--- config.mk ---
export PLATFORM = sky130hd
export DESIGN_NAME = two_node_thermal_forecast_flat
export DESIGN_NICKNAME = d
export VERILOG_FILES = /design/src/tnf_pkg.sv /design/src/tnf_if.sv /design/src/two_node_thermal_forecast.sv /design/src/tnf_div.sv /design/src/tnf_mac.sv /design/src/flat_wrapper.sv
export VERILOG_INCLUDE_DIRS = /design/src /design/src/src
export SDC_FILE = /design/constraint.sdc
export NUM_CORES = 2
export LEC_CHECK = 0
export BUFFER_PORTS_ARGS = -buffer_cell sky130_fd_sc_hd__buf_4
export CAP_MARGIN = 15
export CELL_PAD_IN_SITES_DETAIL_PLACEMENT = 1
export CELL_PAD_IN_SITES_GLOBAL_PLACEMENT = 2
export CORE_MARGIN = 3
export CORE_UTILIZATION = 46
export DETAILED_ROUTE_END_ITERATION = 8
export PLACE_DENSITY_LB_ADDON = 0.1
export SYNTH_ARGS = -nofsm -noshare
export SYNTH_HDL_FRONTEND = slang
export SYNTH_SLANG_ARGS = --single-unit
--- constraint.sdc ---
create_clock -name clk_i -period 20.2 [get_ports clk_i]
set_input_delay 2.02 -clock clk_i [delete_from_list [all_inputs] [get_ports clk_i]]
set_output_delay 2.02 -clock clk_i [all_outputs]
set_load 0.005 [all_outputs]
--- src/two_node_thermal_forecast_macros.svh ---
// Assertion macros used by the thermal forecast top level.
`ifndef TWO_NODE_THERMAL_FORECAST_MACROS_SVH
`define TWO_NODE_THERMAL_FORECAST_MACROS_SVH

// Same-cycle implication, disabled while reset is asserted.
`define TNF_ASSERT_NOW(lbl, clk, rstn, ante, cons, msg) \
  lbl: assert property (@(posedge clk) disable iff (!(rstn)) (ante) |-> (cons)) \
    else $error(msg);

// Next-cycle implication, disabled while reset is asserted.
`define TNF_ASSERT_NEXT(lbl, clk, rstn, ante, cons, msg) \
  lbl: assert property (@(posedge clk) disable iff (!(rstn)) (ante) |=> (cons)) \
    else $error(msg);

`endif

--- src/tnf_pkg.sv ---
// Types, constants and codes for the two-node thermal forecast block.
package tnf_pkg;

  localparam int unsigned TempW     = 16;
  localparam int unsigned CoefW     = 24;
  localparam int unsigned DtW       = 12;
  localparam int unsigned HorW      = 17;
  localparam int unsigned FracW     = 24;
  localparam int unsigned HeatShift = 16;

  localparam int unsigned CfgIdxW  = 3;
  localparam int unsigned CfgDataW = 24;

  localparam int unsigned DefaultMaxSteps  = 4096;
  localparam int unsigned StepSecondsReset = 60;

  // datapath widths
  localparam int unsigned DiffW = TempW + 1;
  localparam int unsigned ProdW = DiffW + CoefW + 1;
  localparam int unsigned AccW  = ProdW + 1;
  localparam int unsigned SumW  = AccW - FracW + 1;

  typedef enum logic [CfgIdxW-1:0] {
    CFG_COEF_OA      = 3'd0,
    CFG_COEF_MA      = 3'd1,
    CFG_COEF_AM      = 3'd2,
    CFG_COEF_HEAT    = 3'd3,
    CFG_STEP_SECONDS = 3'd4
  } cfg_idx_e;

  typedef enum logic [1:0] {
    PH_MUL_OA,
    PH_MUL_MA,
    PH_MUL_AM,
    PH_UPDATE
  } phase_e;

  typedef enum logic [1:0] {
    ST_IDLE,
    ST_DIV,
    ST_STEP,
    ST_FINISH
  } state_e;

  typedef struct packed {
    logic   load;
    logic   run;
    phase_e phase;
  } mac_ctrl_t;

endpackage

--- src/tnf_if.sv ---
// Valid/ready channel interfaces for forecast requests and results.
interface tnf_in_if;
  import tnf_pkg::*;

  logic                    valid;
  logic                    ready;
  logic signed [TempW-1:0] air_temp_start;
  logic signed [TempW-1:0] mass_temp_start;
  logic signed [TempW-1:0] outdoor_temp;
  logic                    heater_en;
  logic        [HorW-1:0]  horizon_seconds;

  modport source (
    output valid, air_temp_start, mass_temp_start, outdoor_temp, heater_en,
           horizon_seconds,
    input  ready
  );
  modport sink (
    input  valid, air_temp_start, mass_temp_start, outdoor_temp, heater_en,
           horizon_seconds,
    output ready
  );
endinterface

interface tnf_out_if;
  import tnf_pkg::*;

  logic                    valid;
  logic                    ready;
  logic signed [TempW-1:0] predicted_air_temp;
  logic                    steps_capped;

  modport source (
    output valid, predicted_air_temp, steps_capped,
    input  ready
  );
  modport sink (
    input  valid, predicted_air_temp, steps_capped,
    output ready
  );
endinterface

--- src/two_node_thermal_forecast.sv ---
// Top level of the two-node (2R2C) thermal forecast engine.
// Usage:
//   in_i  : forecast request beat (start air/mass temps, outdoor temp,
//           heater flag, horizon in seconds); taken when valid & ready.
//   out_o : result beat (final air temp, cap flag); held until ready.
//   cfg   : cfg_we_i writes cfg_data_i into register cfg_idx_i; unknown
//           indexes are dropped. Write only while no request is in flight.
// Timing:
//   One request at a time. After acceptance a restoring divider forms
//   n = horizon / step (step 0 counts as 1, n capped at 4096), then the
//   Euler steps run on the one shared 17x25 multiplier. The next request
//   can be taken as soon as the result beat is valid.
// Reset:
//   rst_ni clears control state and reloads the coefficient registers
//   (all zero, step length 60 s). The output register parts the result
//   from the next request: a new beat is accepted while a result still
//   waits; a stalled receiver only holds the block when the next result
//   is ready to leave.
module two_node_thermal_forecast #(
  parameter int unsigned MAX_STEPS = tnf_pkg::DefaultMaxSteps
) (
  input  logic                          clk_i,
  input  logic                          rst_ni,
  tnf_in_if.sink                        in_i,
  tnf_out_if.source                     out_o,
  input  logic                          cfg_we_i,
  input  logic [tnf_pkg::CfgIdxW-1:0]   cfg_idx_i,
  input  logic [tnf_pkg::CfgDataW-1:0]  cfg_data_i
);
  import tnf_pkg::*;

`include "two_node_thermal_forecast_macros.svh"

  localparam int unsigned CntW = $clog2(MAX_STEPS + 1);
  localparam logic [HorW-1:0] MaxStepsQuo = HorW'(MAX_STEPS);
  localparam logic [CntW-1:0] MaxStepsCnt = CntW'(MAX_STEPS);

  // configuration registers
  logic [CoefW-1:0] coef_oa_q, coef_ma_q, coef_am_q, coef_heat_q;
  logic [DtW-1:0]   step_sec_q;

  always_ff @(posedge clk_i or negedge rst_ni) begin
    if (!rst_ni) begin
      coef_oa_q   <= '0;
      coef_ma_q   <= '0;
      coef_am_q   <= '0;
      coef_heat_q <= '0;
      step_sec_q  <= DtW'(StepSecondsReset);
    end else if (cfg_we_i) begin
      unique case (cfg_idx_e'(cfg_idx_i))
        CFG_COEF_OA:      coef_oa_q   <= cfg_data_i[CoefW-1:0];
        CFG_COEF_MA:      coef_ma_q   <= cfg_data_i[CoefW-1:0];
        CFG_COEF_AM:      coef_am_q   <= cfg_data_i[CoefW-1:0];
        CFG_COEF_HEAT:    coef_heat_q <= cfg_data_i[CoefW-1:0];
        CFG_STEP_SECONDS: step_sec_q  <= cfg_data_i[DtW-1:0];
        default: begin
        end
      endcase
    end
  end

  // sequencer state
  state_e          state_q, state_d;
  phase_e          phase_q, phase_d;
  logic [CntW-1:0] step_cnt_q, step_cnt_d;
  logic [CntW-1:0] n_q, n_d;
  logic            capped_q, capped_d;
  logic            out_valid_q, out_valid_d;
  logic signed [TempW-1:0] out_temp_q;
  logic            out_capped_q;

  logic            acc_in;
  logic            out_load;
  logic            div_busy, div_done;
  logic [HorW-1:0] div_quo;
  logic [DtW-1:0]  div_den;
  logic            quo_over;
  mac_ctrl_t       mac_ctrl;
  logic signed [TempW-1:0] mac_air;

  assign in_i.ready = (state_q == ST_IDLE);
  assign acc_in     = in_i.valid && in_i.ready;
  assign div_den    = (step_sec_q == '0) ? DtW'(1) : step_sec_q;
  assign quo_over   = div_quo > MaxStepsQuo;

  tnf_div u_div (
    .clk_i   (clk_i),
    .rst_ni  (rst_ni),
    .start_i (acc_in),
    .num_i   (in_i.horizon_seconds),
    .den_i   (div_den),
    .busy_o  (div_busy),
    .done_o  (div_done),
    .quo_o   (div_quo)
  );

  tnf_mac u_mac (
    .clk_i       (clk_i),
    .ctrl_i      (mac_ctrl),
    .air_i       (in_i.air_temp_start),
    .mass_i      (in_i.mass_temp_start),
    .outdoor_i   (in_i.outdoor_temp),
    .heat_i      (in_i.heater_en),
    .coef_oa_i   (coef_oa_q),
    .coef_ma_i   (coef_ma_q),
    .coef_am_i   (coef_am_q),
    .coef_heat_i (coef_heat_q),
    .air_o       (mac_air)
  );

  always_comb begin
    state_d        = state_q;
    phase_d        = phase_q;
    step_cnt_d     = step_cnt_q;
    n_d            = n_q;
    capped_d       = capped_q;
    out_valid_d    = out_valid_q;
    out_load       = 1'b0;
    mac_ctrl.load  = acc_in;
    mac_ctrl.run   = 1'b0;
    mac_ctrl.phase = phase_q;

    // result taken by the receiver
    if (out_valid_q && out_o.ready) begin
      out_valid_d = 1'b0;
    end

    unique case (state_q)
      ST_IDLE: begin
        if (acc_in) begin
          state_d = ST_DIV;
        end
      end
      ST_DIV: begin
        if (div_done) begin
          capped_d   = quo_over;
          n_d        = quo_over ? MaxStepsCnt : div_quo[CntW-1:0];
          step_cnt_d = '0;
          phase_d    = PH_MUL_OA;
          // horizon shorter than one step: no step runs
          state_d    = (quo_over || div_quo != '0) ? ST_STEP : ST_FINISH;
        end
      end
      ST_STEP: begin
        mac_ctrl.run = 1'b1;
        unique case (phase_q)
          PH_MUL_OA: phase_d = PH_MUL_MA;
          PH_MUL_MA: phase_d = PH_MUL_AM;
          PH_MUL_AM: phase_d = PH_UPDATE;
          PH_UPDATE: begin
            phase_d    = PH_MUL_OA;
            step_cnt_d = step_cnt_q + CntW'(1);
            if (step_cnt_q == n_q - CntW'(1)) begin
              state_d = ST_FINISH;
            end
          end
          default: phase_d = PH_MUL_OA;
        endcase
      end
      ST_FINISH: begin
        if (!out_valid_q || out_o.ready) begin
          out_load    = 1'b1;
          out_valid_d = 1'b1;
          state_d     = ST_IDLE;
        end
      end
      default: state_d = ST_IDLE;
    endcase
  end

  always_ff @(posedge clk_i or negedge rst_ni) begin
    if (!rst_ni) begin
      state_q     <= ST_IDLE;
      phase_q     <= PH_MUL_OA;
      step_cnt_q  <= '0;
      n_q         <= '0;
      capped_q    <= 1'b0;
      out_valid_q <= 1'b0;
    end else begin
      state_q     <= state_d;
      phase_q     <= phase_d;
      step_cnt_q  <= step_cnt_d;
      n_q         <= n_d;
      capped_q    <= capped_d;
      out_valid_q <= out_valid_d;
    end
  end

  // result register
  always_ff @(posedge clk_i) begin
    if (out_load) begin
      out_temp_q   <= mac_air;
      out_capped_q <= capped_q;
    end
  end

  assign out_o.valid              = out_valid_q;
  assign out_o.predicted_air_temp = out_temp_q;
  assign out_o.steps_capped       = out_capped_q;

  `TNF_ASSERT_NEXT(a_accept_starts_div, clk_i, rst_ni, acc_in, state_q == ST_DIV,
                   "accepted request did not start the divider")
  `TNF_ASSERT_NOW(a_div_active, clk_i, rst_ni, state_q == ST_DIV, div_busy || div_done,
                  "waiting on an idle divider")
  `TNF_ASSERT_NOW(a_step_bound, clk_i, rst_ni, state_q == ST_STEP, step_cnt_q < n_q,
                  "step counter ran past the step count")
  `TNF_ASSERT_NOW(a_cap_count, clk_i, rst_ni, capped_q, n_q == MaxStepsCnt,
                  "capped request without the capped step count")
  `TNF_ASSERT_NOW(a_result_origin, clk_i, rst_ni, $rose(out_valid_q),
                  $past(state_q == ST_FINISH), "result beat raised outside the finish state")

endmodule

--- src/tnf_div.sv ---
// Restoring divider: horizon / step length, one quotient bit per cycle.
module tnf_div (
  input  logic                      clk_i,
  input  logic                      rst_ni,
  input  logic                      start_i,
  input  logic [tnf_pkg::HorW-1:0]  num_i,
  input  logic [tnf_pkg::DtW-1:0]   den_i,
  output logic                      busy_o,
  output logic                      done_o,
  output logic [tnf_pkg::HorW-1:0]  quo_o
);
  import tnf_pkg::*;

  localparam int unsigned CntW = $clog2(HorW + 1);

  logic [CntW-1:0] cnt_q, cnt_d;
  logic            busy_q, busy_d;
  logic            done_q, done_d;
  logic [HorW-1:0] quo_q, quo_d;
  logic [DtW-1:0]  rem_q, rem_d;
  logic [DtW-1:0]  den_q, den_d;
  logic [DtW:0]    rem_sh;
  logic [DtW:0]    trial;

  // shift next dividend bit into the partial remainder, try a subtract
  assign rem_sh = {rem_q, quo_q[HorW-1]};
  assign trial  = rem_sh - {1'b0, den_q};

  always_comb begin
    cnt_d  = cnt_q;
    busy_d = busy_q;
    done_d = 1'b0;
    quo_d  = quo_q;
    rem_d  = rem_q;
    den_d  = den_q;
    if (start_i) begin
      cnt_d  = CntW'(HorW);
      busy_d = 1'b1;
      quo_d  = num_i;
      rem_d  = '0;
      den_d  = den_i;
    end else if (busy_q) begin
      if (!trial[DtW]) begin
        rem_d = trial[DtW-1:0];
        quo_d = {quo_q[HorW-2:0], 1'b1};
      end else begin
        rem_d = rem_sh[DtW-1:0];
        quo_d = {quo_q[HorW-2:0], 1'b0};
      end
      cnt_d = cnt_q - CntW'(1);
      if (cnt_q == CntW'(1)) begin
        busy_d = 1'b0;
        done_d = 1'b1;
      end
    end
  end

  always_ff @(posedge clk_i or negedge rst_ni) begin
    if (!rst_ni) begin
      cnt_q  <= '0;
      busy_q <= 1'b0;
      done_q <= 1'b0;
    end else begin
      cnt_q  <= cnt_d;
      busy_q <= busy_d;
      done_q <= done_d;
    end
  end

  always_ff @(posedge clk_i) begin
    quo_q <= quo_d;
    rem_q <= rem_d;
    den_q <= den_d;
  end

  assign busy_o = busy_q;
  assign done_o = done_q;
  assign quo_o  = quo_q;

endmodule

--- src/tnf_mac.sv ---
// Shared multiplier, accumulator and node registers for the Euler steps.
module tnf_mac (
  input  logic                            clk_i,
  input  tnf_pkg::mac_ctrl_t              ctrl_i,
  input  logic signed [tnf_pkg::TempW-1:0] air_i,
  input  logic signed [tnf_pkg::TempW-1:0] mass_i,
  input  logic signed [tnf_pkg::TempW-1:0] outdoor_i,
  input  logic                            heat_i,
  input  logic [tnf_pkg::CoefW-1:0]       coef_oa_i,
  input  logic [tnf_pkg::CoefW-1:0]       coef_ma_i,
  input  logic [tnf_pkg::CoefW-1:0]       coef_am_i,
  input  logic [tnf_pkg::CoefW-1:0]       coef_heat_i,
  output logic signed [tnf_pkg::TempW-1:0] air_o
);
  import tnf_pkg::*;

  // clamp a widened sum back to the temperature range
  function automatic logic signed [TempW-1:0] sat_temp(input logic signed [SumW-1:0] x);
    logic [SumW-TempW:0] top;
    top = x[SumW-1:TempW-1];
    if (top == '0 || top == '1) begin
      sat_temp = x[TempW-1:0];
    end else if (x[SumW-1]) begin
      sat_temp = {1'b1, {(TempW-1){1'b0}}};
    end else begin
      sat_temp = {1'b0, {(TempW-1){1'b1}}};
    end
  endfunction

  logic signed [TempW-1:0] ta_q, tm_q, te_q;
  logic                    heat_q;
  logic signed [ProdW-1:0] prod_q;
  logic signed [AccW-1:0]  acc_q;

  logic signed [DiffW-1:0] op_diff;
  logic signed [CoefW:0]   op_coef;
  logic signed [ProdW-1:0] mul;
  logic signed [AccW-1:0]  heat_term;
  logic signed [SumW-1:0]  air_sum, mass_sum;

  always_comb begin
    unique case (ctrl_i.phase)
      PH_MUL_OA: begin
        op_diff = DiffW'(te_q) - DiffW'(ta_q);
        op_coef = {1'b0, coef_oa_i};
      end
      PH_MUL_MA: begin
        op_diff = DiffW'(tm_q) - DiffW'(ta_q);
        op_coef = {1'b0, coef_ma_i};
      end
      PH_MUL_AM: begin
        op_diff = DiffW'(ta_q) - DiffW'(tm_q);
        op_coef = {1'b0, coef_am_i};
      end
      default: begin
        op_diff = '0;
        op_coef = '0;
      end
    endcase
  end

  assign mul       = op_diff * op_coef;
  assign heat_term = heat_q ? AccW'({coef_heat_i, {HeatShift{1'b0}}}) : '0;
  // arithmetic shift is floor division by 2^FracW
  assign air_sum   = SumW'(ta_q) + SumW'(acc_q >>> FracW);
  assign mass_sum  = SumW'(tm_q) + SumW'(prod_q >>> FracW);

  always_ff @(posedge clk_i) begin
    if (ctrl_i.load) begin
      ta_q   <= air_i;
      tm_q   <= mass_i;
      te_q   <= outdoor_i;
      heat_q <= heat_i;
    end else if (ctrl_i.run) begin
      unique case (ctrl_i.phase)
        PH_MUL_OA: begin
          prod_q <= mul;
        end
        PH_MUL_MA: begin
          acc_q  <= AccW'(prod_q);
          prod_q <= mul;
        end
        PH_MUL_AM: begin
          acc_q  <= acc_q + AccW'(prod_q) + heat_term;
          prod_q <= mul;
        end
        PH_UPDATE: begin
          ta_q <= sat_temp(air_sum);
          tm_q <= sat_temp(mass_sum);
        end
        default: begin
        end
      endcase
    end
  end

  assign air_o = ta_q;

endmodule
--- src/flat_wrapper.sv ---
// flat-port wrapper written by rule: the top's interface ports become plain ports
module two_node_thermal_forecast_flat import tnf_pkg::*;
#(
  parameter int unsigned MAX_STEPS = tnf_pkg::DefaultMaxSteps
)
  (clk_i, rst_ni, cfg_we_i, cfg_idx_i, cfg_data_i, in_i_valid, in_i_air_temp_start, in_i_mass_temp_start, in_i_outdoor_temp, in_i_heater_en, in_i_horizon_seconds, in_i_ready, out_o_valid, out_o_predicted_air_temp, out_o_steps_capped, out_o_ready);
  tnf_in_if in_i_i ();
  tnf_out_if out_o_i ();
  input  logic clk_i;
  input  logic rst_ni;
  input  logic cfg_we_i;
  input  logic [tnf_pkg::CfgIdxW-1:0] cfg_idx_i;
  input  logic [tnf_pkg::CfgDataW-1:0] cfg_data_i;
  input wire logic [$bits(in_i_i.valid)-1:0] in_i_valid;
  input wire logic [$bits(in_i_i.air_temp_start)-1:0] in_i_air_temp_start;
  input wire logic [$bits(in_i_i.mass_temp_start)-1:0] in_i_mass_temp_start;
  input wire logic [$bits(in_i_i.outdoor_temp)-1:0] in_i_outdoor_temp;
  input wire logic [$bits(in_i_i.heater_en)-1:0] in_i_heater_en;
  input wire logic [$bits(in_i_i.horizon_seconds)-1:0] in_i_horizon_seconds;
  output wire logic [$bits(in_i_i.ready)-1:0] in_i_ready;
  output wire logic [$bits(out_o_i.valid)-1:0] out_o_valid;
  output wire logic [$bits(out_o_i.predicted_air_temp)-1:0] out_o_predicted_air_temp;
  output wire logic [$bits(out_o_i.steps_capped)-1:0] out_o_steps_capped;
  input wire logic [$bits(out_o_i.ready)-1:0] out_o_ready;
  assign in_i_i.valid = in_i_valid;
  assign in_i_i.air_temp_start = in_i_air_temp_start;
  assign in_i_i.mass_temp_start = in_i_mass_temp_start;
  assign in_i_i.outdoor_temp = in_i_outdoor_temp;
  assign in_i_i.heater_en = in_i_heater_en;
  assign in_i_i.horizon_seconds = in_i_horizon_seconds;
  assign in_i_ready = in_i_i.ready;
  assign out_o_valid = out_o_i.valid;
  assign out_o_predicted_air_temp = out_o_i.predicted_air_temp;
  assign out_o_steps_capped = out_o_i.steps_capped;
  assign out_o_i.ready = out_o_ready;
  two_node_thermal_forecast #(.MAX_STEPS(MAX_STEPS)) u_core (.clk_i(clk_i), .rst_ni(rst_ni), .in_i(in_i_i), .out_o(out_o_i), .cfg_we_i(cfg_we_i), .cfg_idx_i(cfg_idx_i), .cfg_data_i(cfg_data_i));
endmodule
==> impl_results.md <==
* Status: finished, final reports clean
* Synthesis-to-finish area growth at 10.1%
* R2R Setup Slk at 9.64 ns
* Proportion of synthesized area in mux cells at 0.0552
* Gate Count Post-Synth at 3446
* Total negative slack at 0 ns
* Routability cong. at 0.918
* WP data required at 20.50 ns
* Setup CP Type: register to register
* Worst Path Max Fanout at 42
* CTS tree: done
* Synth Area per Inst at 9.83 sq um
* Sequential share of the synthesized area at 0.275
* Hold WC Path Type: register to register
* Finished Layout Cells at 4513
* Worst R2R End: u_core.u_mac.prod_q[41]
* Area occupied by multi-input gates at 22400 sq um
* Fin crit period at 10.56 ns
* First-pass GRT wire length at 169000 microns
* Hold WS at 0.458 ns
* Core area at 72200 sq um
* Unrepaired setup endpoints after global routing: false
* Worst reg2reg path depth at 34
* CTS Buf Count at 38
* Crit path top cell by count: fa_1
* Drt wl/cell at 24.2 microns
* Worst Hold Path EP: u_core.out_o.steps_capped
* Diodes inserted at 0
* Io pins at 117
* Nets at 4284
* Largest net degree at the start of global routing at 78
* Cell variety after synth at 97
* Die Ht at 277 microns
* Routed vias at 25800
* Std-Cell Rows at 98
* Antenna-violating nets left at 0
* Setup Buffers After CTS at 0
* CP Data Arrival Time at 10.85 ns
* Ys Warns at 0
* CTS Sinks at 339
* Crit path largest cell delay at 0.67 ns
* Slew HR at 0.285
* Largest cells by area after synthesis: fa_1 21%, edfxtp_1 16%, ha_1 11%
* Antenna violations before repair at 1
* DR vias/cell at 5.71
* Crit share post-route at 0.523
* Finish-stage setup viols at 0
* Adder and majority cell fraction of the synthesized area at 0.321
* DRT Wirelength at 109000 microns
* # resized after CTS at 0
* Post-Synth Simple-Gate Area at 0.132
* Clk pin slew, worst setup/hold paths at 0.06 ns
* IO buf count at 116
* Number of enable flip-flop cells after synthesis at 180
* Die ar. at 76900 sq um
* Fmax at 94.7 MHz
* Vias in the first global route at 28400
* Placed wire-length estimate at 87300 microns
* DIE WIDTH at 277 microns
* Reg area at 9330 sq um
* Crit start category: register
* Largest family of logic cells by synthesized area: adder cells
* GRT overflow at 0
* Initial DRC count at 1737
* Max-Cap Viols at 0
* Slowest CP cell: o31a_1
* Worst Hold Depth at 0
* Top FF cell, synth: edfxtp_1
* Area share of the largest cell type after synthesis at 0.212
* CP Capture Type: register
* Starting density of the core at 0.469
* Mapped Nets at 4197
* Placed instance count at 4442
* Yosys reg bits at 339
* Max H-tree Level at 2
* Final Hold Fails at 0
* Post-synth top area cell: fa_1
* Top delay family on crit path: adder cells
* Skew-Pair Late Insertion Delay at 0.57 ns
* Reg2reg start: u_core.phase_q[1]
* Cell Area, Synth at 33900 sq um
* Asr flop ratio synth at 0.434
* TritonRoute pass-1 iters at 5
* Worst path bufs/invs at 4
* Worst slew pin tran at 1.07 ns
* Drc violations at 0
* CTS Hold Bufs at 0
* Total GRT Usage at 0.283
* Hold Crit Start: u_core.capped_q
* Max-slew violations at 0
* Root Driver: clkbuf_16
* Share of post-route cells with drive strength above 1 at 0.134
* Compound-gate portion of the synthesized area at 0.110
* Post-Synth XOR/XNOR Area at 0.0406
* CTS Buffer Depth at 3
* Fillcell total at 8096
* Final Skew at 0.0281 ns
==> worst max-delay path by stage <==
stage	startpoint	endpoint	slack [ns]	cells after the start
2_1_floorplan	u_core.phase_q[1]	u_core.u_mac.prod_q[41]	10.47	41
3_3_place_gp	u_core.phase_q[1]	u_core.u_mac.prod_q[41]	9.89	34
3_5_place_dp	u_core.phase_q[1]	u_core.u_mac.prod_q[41]	9.68	34
4_1_cts	u_core.phase_q[1]	u_core.u_mac.prod_q[41]	9.66	34
5_1_grt	u_core.phase_q[1]	u_core.u_mac.prod_q[41]	9.17	36
6_report	u_core.phase_q[1]	u_core.u_mac.prod_q[41]	9.64	34
==> per-layer routing <==
| layer | track usage | vias to the layer above | wire length, microns |
|---|---|---|---|
| met5 | 0 | - | 0 |
| met4 | 0.0908 | 0 | 3940 |
| met3 | 0.0397 | 181 | 5330 |
| met2 | 0.476 | 618 | 52100 |
| met1 | 0.379 | 13300 | 48000 |
| li1 | - | 11700 | - |
==> placed cells by master (no fill, tap or decap), drive strengths merged, types with 11 or more instances in the layout <==
cell type	instances
clkinv	12
nand2	362
nor2	319
a21o	63
ha	294
mux2i	12
or3	16
nor2b	25
xnor2	100
o31ai	12
a211oi	21
dfrtp	143
or2	32
and3	17
nor4	15
mux2	155
inv	464
a22o	15
a21oi	158
nand4	11
nor3	32
xor2	57
a31oi	19
a222oi	23
o211ai	21
dfxtp	12
clkbuf	54
o21ai	98
o21a	18
edfxtp	180
nand3	34
fa	359
o21bai	15
and2	57
buf	181
nand2b	41
==> cell usage after synthesis (11+ instances only) <==
| library cell | instances |
|---|---|
| nor2b_1 | 25 |
| edfxtp_1 | 180 |
| or3_1 | 16 |
| inv_1 | 462 |
| nand2_1 | 362 |
| nand4_1 | 11 |
| clkbuf_1 | 119 |
| nand3_1 | 34 |
| a211oi_1 | 20 |
| xnor2_1 | 100 |
| a21o_1 | 62 |
| and2_1 | 56 |
| mux2_2 | 154 |
| a222oi_1 | 23 |
| o31ai_1 | 11 |
| nor4_1 | 15 |
| and3_1 | 15 |
| nor3_1 | 32 |
| a21oi_1 | 155 |
| nand2b_1 | 41 |
| xor2_1 | 57 |
| o21a_1 | 18 |
| dfrtp_1 | 143 |
| dfxtp_1 | 12 |
| o21bai_1 | 15 |
| o21ai_1 | 17 |
| a22o_1 | 15 |
| fa_1 | 359 |
| nor2_1 | 319 |
| mux2i_1 | 12 |
| o211ai_1 | 21 |
| or2_2 | 28 |
| o21ai_0 | 79 |
| a31oi_1 | 19 |
| ha_1 | 294 |
==> kinds of logic after synthesis <==
kind of cell    count (synthesis)
simple gates                  987
fa+ha+maj                     653
buf+inv                       597
compound gates                546
flops                         339
mux                           167
xor+xnor                      157
==> final cells by class <==
| cell class | instances | share of cell area |
|---|---|---|
| flip-flops and latches | 339 | 0.250 |
| well taps | 950 | 0.0319 |
| multi-input cells | 2510 | 0.600 |
| inverters | 463 | 0.0466 |
| clock inverters | 16 | 0.00513 |
| clock buffers | 54 | 0.0295 |
| repair buffers | 181 | 0.0365 |
==> flip-flops by register name (all words and copies together) (netlist names), 17 cells and up <==
signal / cells
u_core.u_div.quo_o: 17
u_core.u_mac.acc_q: 43
u_core.coef_am_q: 24
u_core.u_mac.prod_q: 42
u_core.coef_heat_q: 24
u_core.coef_oa_q: 24
u_core.coef_ma_q: 24
==> stage by stage <==
step	worst slack (ns)	util	area, sq um
2_1_floorplan	10.47	-	33900
3_3_place_gp	9.89	0.499	36000
3_5_place_dp	9.68	0.499	36000
4_1_cts	9.66	0.516	37300
5_1_grt	9.17	0.517	37300
6_report	9.64	0.517	37300
Power is left out: the tool's default activity adds up to more than one toggle a clock period on the data nets, which glitch-free logic cannot reach.
